--- src/design/dmf_pkg.sv ---
// dmf_pkg: shared types and constants for the duplicate message filter
// holds verdict codes, controller states and the control/status structs
// no dependencies
package dmf_pkg;

	// field widths
	localparam int unsigned ADDR_W   = 16;
	localparam int unsigned EP_W     = 8;
	localparam int unsigned SEQ_W    = 8;
	localparam int unsigned TIME_W   = 32;
	localparam int unsigned WIN_W    = 8;
	localparam int unsigned VERD_W   = 2;
	localparam int unsigned RECORD_W = ADDR_W + EP_W + SEQ_W + TIME_W;

	// verdict codes
	localparam logic [VERD_W-1:0] VERDICT_NEW  = 2'd0;
	localparam logic [VERD_W-1:0] VERDICT_DUP  = 2'd1;
	localparam logic [VERD_W-1:0] VERDICT_FULL = 2'd2;

	// window register value after reset
	localparam logic [WIN_W-1:0] WINDOW_RESET = 8'd2;

	// controller states
	typedef enum logic [1:0] {
		ST_IDLE,
		ST_SCAN,
		ST_COMMIT
	} dmf_state_t;

	// controller to datapath
	typedef struct packed {
		logic start;
		logic scan;
		logic commit;
	} dmf_cmd_t;

	// datapath to controller
	typedef struct packed {
		logic scan_done;
	} dmf_status_t;

endpackage

--- src/design/dmf_ctrl.sv ---
// dmf_ctrl: controller state machine of the duplicate message filter
// sequences accept, table scan and commit, and owns the output valid flag
// depends on dmf_pkg
module dmf_ctrl
	import dmf_pkg::*;
(
	input  logic        clk,
	input  logic        arst_n,
	input  logic        in_valid,
	output logic        in_stall,
	output logic        out_valid,
	input  logic        out_stall,
	output dmf_cmd_t    cmd,
	input  dmf_status_t status
);

	dmf_state_t state_q;
	dmf_state_t state_d;
	logic       out_valid_q;

	// state register
	always_ff @(posedge clk or negedge arst_n) begin
		if (!arst_n) begin
			state_q <= ST_IDLE;
		end else begin
			state_q <= state_d;
		end
	end

	// next state and commands
	always_comb begin
		state_d    = state_q;
		cmd.start  = 1'b0;
		cmd.scan   = 1'b0;
		cmd.commit = 1'b0;
		in_stall   = 1'b1;
		case (state_q)
			ST_IDLE: begin
				in_stall = 1'b0;
				if (in_valid) begin
					cmd.start = 1'b1;
					state_d   = ST_SCAN;
				end
			end
			ST_SCAN: begin
				cmd.scan = 1'b1;
				if (status.scan_done) begin
					state_d = ST_COMMIT;
				end
			end
			ST_COMMIT: begin
				// wait until the output register is free or being emptied
				if (!out_valid_q || !out_stall) begin
					cmd.commit = 1'b1;
					state_d    = ST_IDLE;
				end
			end
			default: begin
				state_d = ST_IDLE;
			end
		endcase
	end

	// output valid flag
	always_ff @(posedge clk or negedge arst_n) begin
		if (!arst_n) begin
			out_valid_q <= 1'b0;
		end else if (cmd.commit) begin
			out_valid_q <= 1'b1;
		end else if (!out_stall) begin
			out_valid_q <= 1'b0;
		end
	end

	assign out_valid = out_valid_q;

endmodule

--- config.mk ---
export PLATFORM = sky130hd
export DESIGN_NAME = dmf_ctrl
export DESIGN_NICKNAME = d
export VERILOG_FILES = /design/src/design/dmf_pkg.sv /design/src/design/dmf_ctrl.sv
export SDC_FILE = /design/constraint.sdc
export NUM_CORES = 1
export LEC_CHECK = 0
export ABC_AREA = 1
export BUFFER_PORTS_ARGS = -buffer_cell sky130_fd_sc_hd__buf_2
export CAP_MARGIN = 15
export CORE_AREA = 5 5 42 44
export DETAILED_ROUTE_END_ITERATION = 8
export DIE_AREA = 0 0 47 49
export PLACE_DENSITY = 0.35
export SYNTH_ARGS = -nofsm -noshare
export SYNTH_HDL_FRONTEND = slang
export SYNTH_SLANG_ARGS = --single-unit
--- constraint.sdc ---
create_clock -name clk -period 1.06 [get_ports clk]
set_input_delay 0.212 -clock clk [delete_from_list [all_inputs] [get_ports clk]]
set_output_delay 0.212 -clock clk [all_outputs]
set_load 0.005 [all_outputs]
==> summary.txt, run 1 <==
Run status
  • Failing checks: negative setup slack
  • Status: finished with violations

Power
  • Leakage: around 0.19 nW
  • Sw Share: between 30% and 40%
  • Gate power share: 48.6%
  • VDD IR max: approximately 0.0008 V
  • Power share of the clock group: approximately a quarter
  • Part of the power in registers: approximately 25%
  • Internal: ~500 µW
  • PwrDens: ~2400 nW/µm²
  • Switching power: roughly 250 µW

Timing
  • Final critical-path share of the clock period: 111.8%
  • Final WS setup: -124.8 ps
  • Fmax: 844.0 MHz
  • Final hold vios: 0
  • Final setup viols: 4
  • RSZ-0062 raised after global routing: yes
  • Worst-margin pin slew: 152.1 ps
  • Slew HR: about nine tenths
  • Min Tclk post-route: between 1000 and 1500 ps
  • Fin Clk Skew: 4.416 ps
  • Max-slew violation count: 0
  • Post-route setup TNS: -471.2 ps

Floorplan
  • Die area: ~2300 µm²
  • Core Footprint: 1401 µm²
  • Overall die width: 47 µm
  • # rows: 14
  • Top-level port count: 10
  • Initial core utilization: about 11%
  • DIE HEIGHT: 49 µm

Global routing
  • Global route overflow: 0
  • Initial antenna violation count: 0
  • Total track usage: under 10%
  • Vias in the first global route: ~180
  • First-pass GRT wire length: ~650 µm
  • Largest net degree at the start of global routing: 5

Synth
  • Syn_nets: 27
  • Flops & latches, synth: 3
  • Syn avg cell area: about 7.1 µm²
  • Post-synth cell types: 8
  • Post-synthesis sequential area ratio: between 40% and 50%
  • Synthesized netlist cell count: 22
  • YS warnings: 0
  • Mapped cell area: ~160 µm²

Route
  • Via count: 187
  • Detailed Route Iter0 Violations: 7
  • Remaining DRCs: 0
  • Routed Antenna Nets: 0
  • Routed WL: ~440 µm
  • 1st-pass router iterations: 4
  • Wire per inst: 7.667 µm
  • Vias per cell: between 3 and 4

Critical path
  • Crit Path Category: register to output pin
  • CP endpoint kind: output pin
  • WP data required: 850 ps
  • Crit path arrival time: 970 ps
  • CP Launch Type: register
  • Crit Path Max Fanout: 4

Placed design
  • Gpl congestion: between 0.6 and 0.7
  • Dpl hpwl: roughly 310 µm
  • Port bufs: 9
  • Inst Count DP: 46

Clock tree
  • CTS buffer count: 3
  • CTS Sinks: 3
  • Clock buffer depth: 2
  • H-tree depth: 1
  • CTS tree: done
  • Worst-path clk slew: about 40 ps
  • Clock Tree Root: clkbuf_4
  • Clk_lat worst skew: ~230 ps

Final layout
  • Post-Layout Cell Count: 57
  • Final Util: between 20% and 30%
  • Most common cell after layout, fill and taps aside: buf_2
  • Ant. Diodes: 0
  • Most frequent cells in the layout: 8 x buf_2, 7 x nand2_1, 6 x buf_4
  • Synth-to-layout area growth: 100.0%
  • # nets final: between 40 and 50
  • Share of layout cells above drive strength 1: approximately three fifths

Flow run
  • Max-cap violation count: 0

Worst hold path
  • Hold Crit Class: primary input to register
[per-layer routing]
layer	routed length, µm	GRT usage, %	share of wire (%)
met1	189	4.636	43
met2	201	4.525	46
met4	0	6.912	0
met5	0	0	0
met3	47	2.583	11
[synthesized netlist by cell type, drive strengths merged]
cell type,n,area (µm²)
inv,5,18.76
nand2,8,30.03
dfrtp,3,75.07
nand3,2,10.01
nor2,3,13.77
buf,1,7.510
[power groups by stage]
| stage | sequential [mW] | combinational [mW] | clock [mW] |
|---|---|---|---|
| floorplan | 0.186 | 0.135 | 0 |
| global route | 0.191 | 0.403 | 0.229 |
| global placement | 0.187 | 0.216 | 0 |
| finish | 0.187 | 0.364 | 0.198 |
| detailed placement | 0.187 | 0.212 | 0 |
| CTS | 0.185 | 0.298 | 0.210 |
[flip-flops by register name (all words and copies together), names as in the netlist]
name and cells:
out_valid 1, state_q 2
[kinds of logic after synthesis]
| group | Yosys count | share of synthesized area [%] |
|---|---|---|
| AND/OR/NAND/NOR | 13 | 34.68 |
| buffers and inverters | 6 | 16.93 |
| flip-flops | 3 | 48.39 |
[what timing repair did]
| action | 4_1_cts | 5_1_grt |
|---|---|---|
| hold endpoints to repair | 3 | 0 |
| resized for setup | 1 | 5 |
| setup endpoints to repair | 4 | 4 |
| pin swaps | 1 | 2 |
| setup buffers | 4 | 2 |
| hold buffers | 1 | 0 |
[path summary, 6_finish.rpt]
kind | startpoint | end | slack, ps | cells after the start
hold reg to reg | out_valid | out_valid | 500 | 2
max in group asynchronous | arst_n | state_q[0] | 650 | 2
setup reg to reg | state_q[0] | state_q[1] | 180 | 5
setup / recovery | state_q[0] | cmd[0] | -120 | 4
min in group asynchronous | arst_n | state_q[1] | 300 | 2
hold / removal | out_stall | out_valid | 210 | 3
[through the flow]
stage                     power, mW  hold slack [ps]  setup slack [ps]  area [µm²]
after global routing         0.8230            204.8            -191.4       310.3
after detailed placement     0.3998            9.523             82.60       212.7
after CTS                    0.6940            197.0            -132.4       279.0
after global placement       0.4038            11.22             69.01       212.7
final                        0.7497            206.5            -124.8       310.3
after floorplan              0.3207           -83.59             215.1       155.1
[layout make-up]
type / count / area [µm²]
fillers: 165 / 1091
multi-input cells: 13 / 63.81
clock buffers: 4 / 26.28
repair buffers: 16 / 106.4
well taps: 16 / 20.02
inverters: 5 / 18.77
flip-flops and latches: 3 / 75.07
[worst max-delay path: stages (launching register included)]
cell,delay [ps]
dfrtp_1,370
inv_2,100
nand2_2,60
nor2_2,100
buf_2,110
No activity file was read; power rests on OpenSTA's default activity.
==> run 2, diff against run 1 <==
--- a/config.mk
+++ b/config.mk
@@ -6,9 +6,10 @@
 export NUM_CORES = 1
 export LEC_CHECK = 0
 export ABC_AREA = 1
-export BUFFER_PORTS_ARGS = -buffer_cell sky130_fd_sc_hd__buf_2
+export BUFFER_PORTS_ARGS = -buffer_cell sky130_fd_sc_hd__clkbuf_2
 export CAP_MARGIN = 15
 export CORE_AREA = 5 5 42 44
+export CTS_CLUSTER_SIZE = 8
 export DETAILED_ROUTE_END_ITERATION = 8
 export DIE_AREA = 0 0 47 49
 export PLACE_DENSITY = 0.35
==> summary.txt, run 2 (synthesis results as in run 1) <==
Run status
  • Status: finished with violations
  • Failing checks: negative setup slack

Clock tree
  • CTS tree: done
  • CTS buffer count: 3 (unchanged)
  • Clk_lat worst skew: 230 ps (about the same)
  • Worst-path clk slew: 40 ps (about the same)
  • CTS Sinks: 3 (unchanged)
  • Clock Tree Root: clkbuf_4
  • H-tree depth: 1 (unchanged)
  • Clock buffer depth: 2 (unchanged)

Floorplan
  • Overall die width: 47 µm (unchanged)
  • Die area: 2303 µm² (unchanged)
  • Core Footprint: 1401 µm² (unchanged)
  • # rows: 14 (unchanged)
  • DIE HEIGHT: 49 µm (unchanged)
  • Top-level port count: 10 (unchanged)
  • Initial core utilization: 11.07% (unchanged)

Route
  • Detailed Route Iter0 Violations: 5 (-2)
  • 1st-pass router iterations: 2 (-2)
  • Remaining DRCs: 0 (unchanged)
  • Routed WL: 381 µm (-13%)
  • Vias per cell: 3.192 (-2.7%)
  • Routed Antenna Nets: 0 (unchanged)
  • Wire per inst: 7.327 µm (-4.4%)
  • Via count: 166 (-11%)

Power
  • PwrDens: 2377 nW/µm² (-1.6%)
  • VDD IR max: 0.0006804 V (-15%)
  • Power Total: 621.5 µW (-17%)
  • Leakage: 0.1666 nW (-13%)

Timing
  • Worst-margin pin slew: 146.0 ps (-6.085 ps)
  • Final hold vios: 0 (unchanged)
  • RSZ-0062 raised after global routing: yes
  • Fin Clk Skew: 2.127 ps (-2.289 ps)
  • Final critical-path share of the clock period: 111.1% (-0.69 points)
  • Min Tclk post-route: 1177 ps (-7.304 ps)
  • Max-slew violation count: 0 (unchanged)
  • Final WS setup: -117.5 ps (+7.304 ps)
  • Fmax: 849.3 MHz (+0.62%)
  • Worst hold slack: 210.0 ps (+3.541 ps)
  • Post-route setup TNS: -292.6 ps (+178.6 ps)
  • Slew HR: 90.27% (+0.41 points)
  • Final setup viols: 4 (unchanged)

Placed design
  • Area post-placement: 212.7 µm² (unchanged)
  • Port bufs: 9 (unchanged)
  • Gpl congestion: 0.5837 (-9.1%)
  • Dpl hpwl: 314 µm (+2.3%)
  • Place WS: 74.68 ps (-7.928 ps)
  • Inst Count DP: 46 (unchanged)

Final layout
  • Share of layout cells above drive strength 1: 50.00% (-11 points)
  • Top reg by flops: state_q
  • Max FFs per register: 2 (unchanged)
  • Most frequent cells in the layout: 8 x clkbuf_2, 7 x nand2_1, 3 x inv_1, 3 x clkbuf_4, 3 x dfrtp_1
  • Final Util: 18.66% (-3.5 points)
  • Final Instance Area: 261.5 µm² (-16%)
  • Post-Layout Cell Count: 52 (-8.8%)
  • # nets final: 42 (-11%)
  • Ant. Diodes: 0 (unchanged)
  • Synth-to-layout area growth: 68.55%
  • Most common cell after layout, fill and taps aside: clkbuf_2

Critical path
  • Worst r2r src: state_q[1]
  • WP data required: 850 ps (about the same)
  • Crit Path Category: register to output pin
  • FF-to-FF path depth: 5 (unchanged)
  • Crit Path Max Fanout: 3 (-1)
  • Crit path arrival time: 970 ps (about the same)
  • CP endpoint kind: output pin
  • Reg2reg end: state_q[1]
  • Reg2Reg Setup Slack: 220 ps (+40 ps)
  • CP Launch Type: register

Global routing
  • Vias in the first global route: 199 (+12%)
  • Initial antenna violation count: 0 (unchanged)
  • Largest net degree at the start of global routing: 5 (unchanged)
  • Total track usage: 4.299% (-0.14 points)
  • Global route overflow: 0 (unchanged)
  • First-pass GRT wire length: 648 µm (unchanged)

Worst hold path
  • Min-Delay Endpoint: out_valid
  • Hold_sp: out_stall
  • Hold Crit Class: primary input to register
  • Hold depth: 3 (unchanged)

Flow run
  • Max-cap violation count: 0 (unchanged)
## run 2: changes by cell type in the layout (fill, tap and decap cells not counted), sizes merged
cell,previous run,this run
clkbuf,4,12
buf,15,2
## run 2: report_power, final
| part | internal, mW | total [mW] | switching [mW] |
|---|---|---|---|
| Sequential | 0.156 | 0.190 | 0.0342 |
| Combinational | 0.108 | 0.233 | 0.125 |
| Clock | 0.141 | 0.198 | 0.0573 |
## run 2: critical path: stages, from the launching register on
cell and delay [ps]:
dfrtp_1 410, inv_2 80, nand3_1 90, inv_1 60, clkbuf_2 100
## run 2: worst max-delay path by stage
stage,depth (start not counted),startpoint,slack [ps],endpoint
final,4,state_q[1],-120,cmd[2]
after floorplan,3,state_q[0],220,cmd[0]
after global placement,4,state_q[0],70,cmd[0]
after detailed placement,4,state_q[0],70,cmd[0]
after CTS,4,state_q[0],-150,cmd[0]
after global routing,4,state_q[0],-190,cmd[2]
## run 2: area by class of cell
type                    instances  area (µm²)
fillers                       168        1140
multi-input cells              13       58.81
inverters                       5       18.77
well taps                      16       20.02
clock buffers                   4       26.28
flip-flops and latches          3       75.07
repair buffers                 11       62.56
## run 2: layer usage
layer / share of wire, % / GRT usage (%) / wire length, µm
met4: 0 / 6.912 / 0
met3: 7.6 / 1.476 / 29
met1: 41 / 4.185 / 157
met2: 51 / 5.204 / 193
met5: 0 / 0 / 0
## run 2: repair_timing
action	CTS	global route
hold buffers	1	0
pin swaps	3	1
gates resized for setup	2	2
cloned	0	0
setup endpoints to repair	4	4
buffers inserted	1	0
hold endpoints to repair	3	0
